File: config.mk
export PLATFORM = sky130hd
export DESIGN_NAME = fla_ctrl
export DESIGN_NICKNAME = d
export VERILOG_FILES = /design/src/design/fla_pkg.sv /design/src/design/fla_ctrl.sv
export SDC_FILE = /design/constraint.sdc
export NUM_CORES = 1
export LEC_CHECK = 0
export ABC_AREA = 1
export ABC_CLOCK_PERIOD_IN_PS = 6000
export BUFFER_PORTS_ARGS = -buffer_cell sky130_fd_sc_hd__buf_2
export CAP_MARGIN = 20
export CORE_UTILIZATION = 44
export CTS_BUF_LIST = sky130_fd_sc_hd__clkbuf_16
export CTS_CLUSTER_SIZE = 40
export DETAILED_ROUTE_END_ITERATION = 12
export GPL_TIMING_DRIVEN = 0
export HOLD_SLACK_MARGIN = 0.15
export PLACE_DENSITY = 0.67
export SYNTH_ARGS = -nofsm -noshare
export SYNTH_HDL_FRONTEND = slang
export SYNTH_SLANG_ARGS = --single-unit
File: constraint.sdc
create_clock -name clk -period 6 [get_ports clk]
set_clock_uncertainty 0.2 [all_clocks]
set_input_delay 1.2 -clock clk [delete_from_list [all_inputs] [get_ports clk]]
set_output_delay 1.2 -clock clk [all_outputs]
set_load 0.02 [all_outputs]
File: src/design/fla_pkg.sv
// Shared types and constants for the LIFO free-list slot allocator.
// No dependencies; used by fla_ctrl and free_list_entry_allocator.
package fla_pkg;

	localparam int INDEX_W  = 10;
	localparam int FREE_W   = 11;
	localparam int STATUS_W = 2;
	localparam int IN_DATA_W  = 16;
	localparam int OUT_DATA_W = 24;

	localparam logic OP_ALLOC   = 1'b0;
	localparam logic OP_RELEASE = 1'b1;

	typedef enum logic [STATUS_W-1:0] {
		ST_OK    = 2'd0,
		ST_EMPTY = 2'd1,
		ST_FULL  = 2'd2,
		ST_RANGE = 2'd3
	} status_t;

	// Result of one request as decided at accept time.
	typedef struct packed {
		status_t             status;
		logic                from_stack;  // granted slot comes from the RAM read
		logic [INDEX_W-1:0]  granted;     // fresh slot, or zero
		logic [FREE_W-1:0]   free_count;
	} result_t;

endpackage

File: src/design/fla_ctrl.sv
// Stack pointer and fresh-slot counter of the allocator, with RAM access control.
// Depends on fla_pkg.
module fla_ctrl #(
	parameter int POOL_DEPTH = 1024
) (
	input  logic                              clk,
	input  logic                              arst_n,
	input  logic                              accept,
	input  logic                              opcode,
	input  logic [fla_pkg::INDEX_W-1:0]       release_index,
	output logic                              ram_en,
	output logic                              ram_we,
	output logic [$clog2(POOL_DEPTH)-1:0]     ram_addr,
	output fla_pkg::result_t                  res
);

	localparam int AW = $clog2(POOL_DEPTH);
	localparam int CW = $clog2(POOL_DEPTH + 1);

	logic [CW-1:0] rc_q, rc_d;
	logic [CW-1:0] nf_q, nf_d;
	logic [CW-1:0] free_now, free_after;
	logic          en_d, we_d;

	assign free_now   = rc_q + (CW'(POOL_DEPTH) - nf_q);
	assign free_after = rc_d + (CW'(POOL_DEPTH) - nf_d);

	always_comb begin
		rc_d           = rc_q;
		nf_d           = nf_q;
		en_d           = 1'b0;
		we_d           = 1'b0;
		ram_addr       = AW'(rc_q);
		res.status     = fla_pkg::ST_OK;
		res.from_stack = 1'b0;
		res.granted    = '0;
		case (opcode)
			fla_pkg::OP_ALLOC: begin
				if (rc_q != '0) begin
					// pop the most recently released slot
					rc_d           = rc_q - CW'(1);
					ram_addr       = AW'(rc_q - CW'(1));
					en_d           = 1'b1;
					res.from_stack = 1'b1;
				end else if (nf_q < CW'(POOL_DEPTH)) begin
					res.granted = fla_pkg::INDEX_W'(nf_q);
					nf_d        = nf_q + CW'(1);
				end else begin
					res.status = fla_pkg::ST_EMPTY;
				end
			end
			fla_pkg::OP_RELEASE: begin
				if (32'(release_index) >= POOL_DEPTH) begin
					res.status = fla_pkg::ST_RANGE;
				end else if (free_now >= CW'(POOL_DEPTH)) begin
					res.status = fla_pkg::ST_FULL;
				end else begin
					// push as new head
					en_d = 1'b1;
					we_d = 1'b1;
					rc_d = rc_q + CW'(1);
				end
			end
			default: begin
				res.status = fla_pkg::ST_OK;
			end
		endcase
		res.free_count = fla_pkg::FREE_W'(free_after);
	end

	assign ram_en = accept & en_d;
	assign ram_we = accept & we_d;

	always_ff @(posedge clk or negedge arst_n) begin
		if (!arst_n) begin
			rc_q <= '0;
			nf_q <= '0;
		end else if (accept) begin
			rc_q <= rc_d;
			nf_q <= nf_d;
		end
	end

endmodule

Word level (Yosys, flattened, before mapping):

Index checks and enable logic that the tools add are counted.

* $add $sub $neg: 7
* $mul: 0
* divide/modulo/power cells: 0
* magnitude comparators: 2
* equality and inequality tests: 0
* shift operators: 0
* muxes and demuxes: 19
* bitwise gates (word level): 3
* reductions and logical operators: 1

Operator list (count)
* two-way mux 11 bit: 6
* two-way mux 10 bit: 4
* adder 11 x 1 -> 11 bit (second input constant): 2
* adder 11 bit: 2
* case mux 11 bit (2 select lines): 1
* subtractor 11 bit (first input constant): 2
* greater-or-equal comparator 11 bit (second input constant): 1
* < comparator 11 bit (second input constant): 1
* nonzero test 11 bit: 1
* subtractor 11 x 1 -> 11 bit (second input constant): 1
* two-way mux 1 bit: 5
* case mux 2 bit (2 select lines): 1
* bitwise AND 1 bit: 2
* two-way mux 2 bit: 1
* case mux 1 bit (2 select lines): 1
* NOT 1 bit: 1

* register bits: 22
* bits in latches: 0
* RAM bits: 0
* ROM bits: 0
* input port bits: 14
* output and inout bits: 36
* memories: 0

Logic depth before layout (Yosys ltp):

Gate-level depths: netlist of the first run.

* depth after elaboration: 6
* mapped depth: 30
* mapped depth without buffers: 29

Least setup slack after synthesis of the first run:

No wires, ideal clock.

* kind: input port to output port
* start: input port opcode
* end: output port res[9] in the netlist's numbering
* arrival time: 3944 ps
* data required time: 4600 ps
* slack: 656 ps
* cell stages on the path: 20
* path buffers: 1
* path through: inv_1 -> nand3_4 -> clkinv_2 -> nand2_4 -> buf_2 -> nand2_1 -> o21ai_2 -> ha_1 -> ha_1 -> inv_1 -> fa_1 -> o21ai_0 -> a21o_1 -> nand2_1 -> nand2_1 -> nand2_1 -> nand2_1 -> nand2_1 -> nand2_1 -> xor2_1

RTL lines
* from (decl): RTL line fla_ctrl.sv:9 `input logic opcode,`
* to (decl): RTL line fla_ctrl.sv:14 `output fla_pkg::result_t res`

==> flow_metrics.tcl, run 1 <==
set metrics [dict create \
    drive_gt1_share_pct 18.8 \
    grt_max_degree 23 \
    required_ns 4.60 \
    drt_first_iter_violations 254 \
    syn_to_final_growth_pct 16.8 \
    reg2reg_from "rc_q[0]" \
    setup_viol 0 \
    clk_pin_slew_ns 0.07 \
    rows 29 \
    grtUsageTotal_pct 24.8 \
    via_per_inst 5.43 \
    die_w_um 83.3 \
    worstReg2RegEnd "nf_q[6]" \
    syn_nets 491 \
    die-area_um2 6940 \
    initial_utilization_pct 45.8 \
    hold_violations 0 \
    run_status "completed" \
    yosysWarningCount 0 \
    cts.sinks 22 \
    cts_max_path_buffers 2 \
    synth_most_common_cell "nand2_1" \
    hpwl_um 6450 \
    period_minus_slack_ns 5.73 \
    vias 3043 \
    critPathKind "register to output pin" \
    drv_slew 0 \
    synth_seq_cells 22 \
    synth_edf_count 0 \
    ff_latch_area_um2 553 \
    synth_area_um2 2910 \
    worst_hold_slack_ns 0.281 \
    holdBufCountCts 0 \
    num_io_pins 50 \
    finalCritPeriodShare_pct 95.4 \
    diodes 0 \
    firstDrtPassIters 5 \
    postRouteWirelength_um 8460 \
    multi_input_area_um2 2110 \
    ant_nets 0 \
    grt_pass1_wl_um 13600 \
    cp_max_fo 4 \
    detail_route.wl_per_cell_um 15.1 \
    fill_cells 650 \
    netlist_top_cells_count "107 x nand2_1, 56 x inv_1, 42 x ha_1" \
    dp.cells 550 \
    fmax_mhz 175 \
    synthCells 434 \
    critPathLaunchType "register" \
    synth_top_family_by_area "simple AND/OR/NAND/NOR gates" \
    drc 0 \
    drv_cap 0 \
    synth_compound_area_share_pct 12.8 \
    chipHeight_um 83.3 \
    synth_fa_ha_area_share_pct 18.7 \
    synth_top_area_share_pct 18.9 \
    relSlewSlack_pct 54.2 \
    ff2ff_setup_slack_ns 3.33 \
    worst_pin_slew_ns 0.686 \
    synthArstFlopShare_pct 100 \
    antenna_found_initial 0 \
    fin_cells 560 \
    synth_xor_area_share_pct 7.82 \
    min_path_cells 2 \
    cts_root_buf "clkbuf_16" \
    synthSimpleGateAreaFrac_pct 31.8 \
    worstSetupEndpointType "output pin" \
    synth_cell_type_count 38 \
    io_buffers 39 \
    core-area_um2 6350 \
    hold_class "register to register" \
    yosys.area.top_type "dfrtp_1" \
    crit_path_end "res[9]" \
    overflow 0 \
    synth_flop_cell "dfrtp_1" \
    startpoint "nf_q[5]" \
    synthTopCellsByArea "dfrtp_1 19%, ha_1 18%, nand2_1 14%, inv_1 7.2%, xor2_1 7.2%" \
    ys_seq_area_share_pct 18.9 \
    clock_latency_ns 0.27 \
    place_congestion 0.908 \
    cts-buffers-inserted 3 \
    fin_nets 541 \
    rr_worst_depth 13 \
    synthMuxAreaShare_pct 0 \
    cts-htree-levels 1 \
    setup_tns_ns 0 \
    grt_pass1_vias 2779 \
    avgSynthCellArea_um2 6.71 \
    cts_tree "built" \
    cp.arrival_ns 4.33 \
]
cell usage in the layout, fill, tap and decap left out, types with 7 or more instances in the layout:
cell type,n
buf_2,43
nor3_1,12
nand2_1,106
a21oi_1,7
o21ai_1,17
dfrtp_1,20
nor2_1,37
buf_4,8
o21ai_0,18
ha_1,41
inv_1,54
nand3_1,26
xor2_1,24
flip-flops by register name, summed over array words and instances (netlist names):
signal	cells
nf_q	11
rc_q	11
kinds of logic after synthesis:
logic type | count (synthesis)
DFF | 22
AOI/OAI and AO/OA | 64
and+or+nand+nor | 207
adders and majority gates | 43
xor gates and xnor gates | 26
buffers and inverters | 72
worst min path at each step:
stage,slack [ns],endpoint,startpoint
finish,0.28,nf_q[9],nf_q[9]
CTS,0.28,nf_q[9],nf_q[9]
global placement,0.26,nf_q[9],nf_q[9]
global route,0.33,nf_q[9],nf_q[9]
floorplan,0.25,nf_q[9],nf_q[9]
detailed placement,0.27,nf_q[9],nf_q[9]
worst max-delay path: stages (launching register included):
cell     delay, ns
dfrtp_1       0.40
inv_1         0.12
ha_1          0.26
ha_1          0.32
a21oi_1       0.16
nand2_1       0.09
nand2_1       0.11
nand2_1       0.08
nand2_1       0.11
nand2_2       0.10
nor2_4        0.14
nor2_2        0.07
xor2_1        0.17
ha_1          0.22
inv_1         0.05
ha_2          0.20
inv_1         0.06
fa_2          0.36
o21ai_2       0.19
a21o_1        0.13
nand2_1       0.05
nand2_1       0.09
nand2_1       0.06
nand2_1       0.05
nand2_1       0.05
nand2_1       0.07
xor2_1        0.17
buf_4         0.17
cell type report:
class | instances | share of cell area (%)
Timing Repair Buffer | 45 | 7.14
Sequential cell | 22 | 16.3
Buffer | 14 | 2.06
Clock inverter | 1 | 0.884
Clock buffer | 3 | 2.21
Tap cell | 77 | 2.84
Multi-Input combinational cell | 340 | 62.0
Inverter | 58 | 6.55
metal layers:
metal  global-route usage (%)  vias to the layer above  routed length, um
met5                        0                        -                  0
met3                     1.89                       10                374
met2                     42.0                       88               3980
met4                     8.46                        0                162
li1                         -                     1508                  -
met1                     33.1                     1437               3940
repair_timing:
| item | in CTS | in global routing |
|---|---|---|
| pin swaps | 0 | 0 |
| gates cloned | 0 | 0 |
| setup endpoints to repair | 1 | 4 |
| gates resized for setup | 1 | 18 |
| setup buffers | 0 | 6 |
through the flow:
step / worst slack [ns] / utilization [%] / instance area, um^2
after floorplan: 0.656 / - / 2910
after global placement: 0.184 / 50.4 / 3200
after detailed placement: 0.137 / 50.4 / 3200
after CTS: 0.0314 / 52.1 / 3310
after global routing: -0.0308 / 53.5 / 3400
final: 0.275 / 53.5 / 3400
Power of run 1 is left out: the tool's default activity adds up to more than one toggle a clock period on the data nets, which glitch-free logic cannot reach.
==> inputs of run 2 (changes only) <==
Settings changed: ABC_AREA 1 to unset, CORE_UTILIZATION 44 to 52, PLACE_DENSITY 0.67 to 0.78, SETUP_SLACK_MARGIN set to 0.2.
==> run 2 against run 1 <==
The run now ends with negative setup slack left. Register-to-register slack got worse by 0.30 ns. Non-clock buffer count rose by 24. Highest routed layer unchanged. Die area shrank 22%.
==> flow_metrics.tcl, run 2 <==
set metrics [dict create \
    yosysWarningCount 0 \
    synth_xor_area_share_pct 16.5 \
    p_seq_share_pct 11.5 \
    synth_area_um2 2650 \
    diodes 0 \
    p_comb_share_pct 80.2 \
    initial_utilization_pct 55.0 \
    drive_gt1_share_pct 38.8 \
    firstDrtPassIters 5 \
    switching_power_w 0.000934 \
    synth_fa_ha_area_share_pct 20.6 \
    fin_nets 458 \
    cts_tree "built" \
    violations "negative setup slack" \
    synth_edf_count 0 \
    cts-buffers-inserted 3 \
    syn_to_final_growth_pct 38.0 \
    power.density_nw_per_um2 504 \
    final_cell_area_um2 3660 \
    worst_pin_slew_ns 0.776 \
    synth_top_area_share_pct 20.8 \
    mostFrequentLayoutCell "buf_2" \
    critPathLaunchType "register" \
    synth_compound_area_share_pct 13.3 \
    grtUsageTotal_pct 30.5 \
    core-area_um2 4820 \
    synthArstFlopShare_pct 100 \
    leakage_nw 1.61 \
    worstSetupEndpointType "output pin" \
    required_ns 4.60 \
    dp.cells 430 \
    pwr-share-clk_pct 8.3 \
    synth_most_common_cell "ha_1" \
    yosys.area.top_type "dfrtp_1" \
    synth_top_family_by_area "simple AND/OR/NAND/NOR gates" \
    grt_max_degree 23 \
    rows 25 \
    run_status "finished with violations" \
    io_buffers 37 \
    relSlewSlack_pct 47.9 \
    rsz0062_at_grt "true" \
    netlist_top_cells_count "42 x ha_1, 40 x xnor2_1, 30 x nand2_1" \
    place_ws_ns -0.362 \
    avgSynthCellArea_um2 8.13 \
    place_congestion 0.864 \
    synthTopCellsByArea "dfrtp_1 21%, ha_1 20%, xnor2_1 13%, nand2_1 4.2%, nor2_1 3.8%" \
    ys_seq_area_share_pct 20.8 \
    via_per_inst 6.02 \
    drv_cap 0 \
    hpwl_um 4900 \
    period_minus_slack_ns 6.15 \
    syn_nets 383 \
    die-area_um2 5390 \
    synthMuxAreaShare_pct 1.18 \
    worst_hold_slack_ns 0.388 \
    hold_class "register to register" \
    synth_seq_cells 22 \
    synthCells 326 \
    overflow 0 \
    vias 2811 \
    drv_slew 0 \
    postRouteWirelength_um 8400 \
    placed_area_um2 2970 \
    cp_max_fo 5 \
    fin_cells 467 \
    antenna_found_initial 0 \
    cts_root_buf "clkbuf_16" \
    critPathKind "register to output pin" \
    cts_max_path_buffers 2 \
    drc 0 \
    clk_pin_slew_ns 0.07 \
    ant_nets 0 \
    synth_cell_type_count 47 \
    cp.arrival_ns 4.75 \
    finalCritPeriodShare_pct 102 \
    final_cell_mix "42 x buf_2, 37 x xnor2_1, 34 x buf_4" \
    synth_flop_cell "dfrtp_1" \
    cts.sinks 22 \
    setup_viol 1 \
    drt_first_iter_violations 262 \
    grt_pass1_vias 2573 \
    synthSimpleGateAreaFrac_pct 22.1 \
    setup_ws_ns -0.149 \
    chipHeight_um 73.4 \
    fmax_mhz 163 \
    swShare_pct 50.6 \
    clock_latency_ns 0.26 \
    detail_route.wl_per_cell_um 18.0 \
    hold_violations 0 \
    vdd_drop_max_mv 0.604 \
    cell_internal_pwr_w 0.000910 \
    die_w_um 73.4 \
    cts-htree-levels 1 \
    grt_pass1_wl_um 12300 \
    num_io_pins 50 \
    reg_top3 "nf_q: 11 flops, rc_q: 11 flops" \
]
==> run 2: cell types whose count changed after synthesis, moves of 14 or more <==
cell     previous run  this run
xnor2_1             2        40
inv_1              56        22
xor2_1             24        10
o21ai_1            18         1
nand2_1           107        30
nand3_1            26         9
==> run 2: cells by family (layout without fill, tap and decap cells) <==
family / count (synthesis) / after routing
AND/OR/NAND/NOR: 115 / 115
adder cells (fa/ha/maj): 43 / 43
AO/OA/AOI/OAI: 56 / 56
flip-flops: 22 / 22
buffers and inverters: 37 / 111
XOR/XNOR: 50 / 50
multiplexers: 3 / 3
==> run 2: worst max-delay path, cell delays in order (launching register included) <==
cell and delay, ns:
dfrtp_1 0.40, inv_2 0.11, ha_4 0.22, ha_4 0.22, a211oi_4 0.24, o21ai_2 0.08, a21oi_2 0.15, buf_6 0.13
xor2_4 0.24, nor2_2 0.09, a21oi_2 0.18, o21ai_2 0.10, ha_1 0.33, ha_1 0.31, a21oi_2 0.13, nor2b_1 0.07
a311o_1 0.37, a21o_1 0.18, o41a_1 0.35, xnor2_2 0.28, xnor2_2 0.14, buf_4 0.15
==> run 2: cell type report <==
class | instances | area (um^2)
plain buffers | 12 | 55.1
well taps | 67 | 83.8
clock buffers | 3 | 75.1
inverters | 24 | 91.3
flip-flops and latches | 22 | 556
fillers | 327 | 1160
repair buffers | 71 | 453
clock inverters | 1 | 3.75
multi-input cells | 267 | 2340
==> run 2: metal layers <==
| metal | GRT usage [%] | up-vias | part of all wire (%) |
|---|---|---|---|
| met5 | 0 | - | 0 |
| met4 | 15.4 | 0 | 5.2 |
| met3 | 3.84 | 42 | 6.9 |
| met2 | 51.5 | 175 | 49 |
| li1 | - | 1279 | - |
| met1 | 38.1 | 1315 | 39 |
==> run 2: repair_timing <==
action,in CTS,in global routing
setup endpoints to repair,6,4
resized for setup,52,22
hold buffers,0,0
buffers inserted,26,8
pin swaps,29,20
==> run 2: power by group through the flow <==
stage | Sequential [W] | Combinational, W | Clock [W]
final | 0.000213 | 0.00148 | 0.000153
after global routing | 0.000213 | 0.00160 | 0.000155
after CTS | 0.000209 | 0.00133 | 0.000151
after detailed placement | 0.000214 | 0.00115 | 0
after global placement | 0.000214 | 0.00113 | 0
after floorplan | 0.000206 | 0.000879 | 0
==> run 2: path summary, 6_finish.rpt <==
path / startpoint / endpoint / slack, ns / cells after the start
setup / recovery: nf_q[2] / res[10] / -0.15 / 21
hold / removal: rc_q[0] / rc_q[0] / 0.39 / 2
setup reg to reg: nf_q[2] / rc_q[10] / 3.03 / 13
hold reg to reg: rc_q[0] / rc_q[0] / 0.39 / 2
max in group asynchronous: arst_n / rc_q[0] / 4.46 / 1
min in group asynchronous: arst_n / nf_q[6] / 0.73 / 1
==> run 2: through the flow <==
step	power, W	utilization, %	setup TNS, ns
final	0.00184	76.0	-0.149
after global routing	0.00197	76.0	-0.274
after CTS	0.00169	73.0	-0.138
after detailed placement	0.00137	61.6	-0.362
after global placement	0.00135	61.6	-0.338
after floorplan	0.00108	-	0
(Power assumes the default switching activity.)
==> inputs of run 3 (changes only) <==
Settings changed: ABC_CLOCK_PERIOD_IN_PS 6000 to 6400.
Clock period 6 ns to 6.4 ns, I/O delays scaled along.
==> run 3 against run 2 <==
The run now ends clean. Via count rose by 1.0%. Non-clock buffer count rose by 4. Power fell by 3.1%. Cell count rose by 0.64%. Clock-buffer cell count did not move. Largest power group unchanged. Highest routed layer unchanged.
==> flow_metrics.tcl, run 3 (synthesis gave the netlist of run 2 again) <==
set metrics [dict create \
    setup_viol 0 \
    rsz0062_at_grt "true" \
    clock_latency_ns 0.26 \
    drv_cap 0 \
    worst_hold_slack_ns 0.393 \
    leakage_nw 1.67 \
    setup_tns_ns 0 \
    fmax_mhz 157 \
    setup_ws_ns 0.0355 \
    cts.sinks 22 \
    die_w_um 73.4 \
    final_cell_mix "43 x buf_2, 36 x buf_4, 34 x xnor2_1" \
    crit_buf_inv 4 \
    drc 0 \
    grt_pass1_wl_um 11600 \
    required_ns 4.92 \
    cp.arrival_ns 4.88 \
    io_buffers 37 \
    crit_family "compound AO/OA/AOI/OAI gates" \
    rows 25 \
    pwr-share-clk_pct 7.9 \
    hold_violations 0 \
    cts-htree-levels 1 \
    hold_class "register to register" \
    die-area_um2 5390 \
    firstDrtPassIters 4 \
    cp_max_fo 4 \
    drt_first_iter_violations 246 \
    drive_gt1_share_pct 39.0 \
    clk_pin_slew_ns 0.06 \
    wl_met3_um 587 \
    antenna_found_initial 0 \
    ant_nets 0 \
    cell_internal_pwr_w 0.000877 \
    switching_power_w 0.000910 \
    utilization_pct 77.0 \
    syn_to_final_growth_pct 39.9 \
    worst_pin_slew_ns 0.579 \
    place_congestion 0.881 \
    drv_slew 0 \
    overflow 0 \
    vias 2840 \
    run_status "completed" \
    cts-buffers-inserted 3 \
    mostFrequentLayoutCell "buf_2" \
    power.density_nw_per_um2 482 \
    p_comb_share_pct 81.0 \
    placed_area_um2 2920 \
    vdd_drop_max_mv 0.554 \
    cts_tree "built" \
    cp_slowest_cell "a311o_1" \
    initial_utilization_pct 55.0 \
    final_cell_area_um2 3710 \
    swShare_pct 50.9 \
    postRouteWirelength_um 8410 \
    fin_nets 462 \
    grt_pass1_vias 2523 \
    finalCritPeriodShare_pct 99.4 \
    detail_route.wl_per_cell_um 17.9 \
    cts_root_buf "clkbuf_16" \
    wl_met2_um 4180 \
    relSlewSlack_pct 61.4 \
    reg_top3 "nf_q: 11 flops, rc_q: 11 flops" \
    wl_met1_um 3240 \
    hpwl_um 4830 \
    diodes 0 \
    cts_max_path_buffers 2 \
    chipHeight_um 73.4 \
    worstSetupEndpointType "output pin" \
    grt_max_degree 23 \
    num_io_pins 50 \
    critPathLaunchType "register" \
    grtUsageTotal_pct 28.2 \
    slowest_delay_ns 0.41 \
    period_minus_slack_ns 6.36 \
    top_layer "met4" \
    worstPathCellList "inv_2, ha_4, ha_4, a211oi_2, o21ai_2, a21oi_2, buf_6, xor2_4, buf_4, o21a_1, nand2_1, o21ai_2, ha_4, ha_1, a21oi_2, nor2b_1, a311o_1, a21o_1, o41a_1, xnor2_2, xnor2_1, buf_4" \
    core-area_um2 4820 \
    place_ws_ns -0.513 \
    via_per_inst 6.04 \
    crit_top_cell "ha_4" \
    p_seq_share_pct 11.1 \
    critPathKind "register to output pin" \
]
[run 3: cell types whose count changed in the layout (fill, tap and decap cells not counted), sizes merged]
cell	change
clkinv	-1
buf	+4
[run 3: metrics by stage]
step | total power, W | std cells
after global routing | 0.00190 | 470
after CTS | 0.00153 | 455
after global placement | 0.00124 | 430
after detailed placement | 0.00126 | 430
after floorplan | 0.000999 | 326
final | 0.00179 | 470
[run 3: area by class of cell]
class,count,area [um^2]
Multi-Input combinational cell,267,2360
Fill cell,318,1110
Sequential cell,22,556
Timing Repair Buffer,75,484
Inverter,24,95.1
Tap cell,67,83.8
Clock buffer,3,75.1
Buffer,12,55.1
[run 3: routing by layer]
layer  vias to the layer above  track usage (%)
met4                         0             10.3
met1                      1350             35.4
met5                         -                0
li1                       1293                -
met2                       152             49.9
met3                        45             3.29
[run 3: path summary, 6_finish.rpt]
kind                               from      end  slack [ns]  depth (start not counted)
worst max-delay path            nf_q[2]  res[10]        0.04                         22
worst min-delay path            nf_q[9]  nf_q[9]        0.39                          2
worst max register to register  nf_q[2]  rc_q[7]        3.36                         13
worst min register to register  nf_q[9]  nf_q[9]        0.39                          2
max in group asynchronous        arst_n  rc_q[1]        4.77                          1
min in group asynchronous        arst_n  nf_q[8]        0.81                          1
[run 3: repair_timing]
| action | CTS | global route |
|---|---|---|
| hold buffers | 0 | 0 |
| pin swaps | 25 | 29 |
| endpoints found under the setup margin | 6 | 3 |
| setup buffers | 22 | 16 |
| gates resized for setup | 50 | 35 |
[run 3: power groups by stage]
stage	clock network, W	registers, W	logic (W)
after global routing	0.000143	0.000200	0.00156
after floorplan	0	0.000192	0.000806
after detailed placement	0	0.000202	0.00106
final	0.000140	0.000199	0.00145
after CTS	0.000137	0.000197	0.00119
after global placement	0	0.000200	0.00104
[run 3: worst register-to-register path, stage by stage, from the launching register on]
cell and delay (ns):
dfrtp_1 0.40, inv_2 0.09, ha_4 0.21, ha_4 0.23, a211oi_2 0.26, o21ai_2 0.11, a21oi_2 0.15, buf_6 0.14
xor2_4 0.10, buf_4 0.17, buf_4 0.15, o41ai_2 0.40, nand2_1 0.14, xnor2_1 0.17
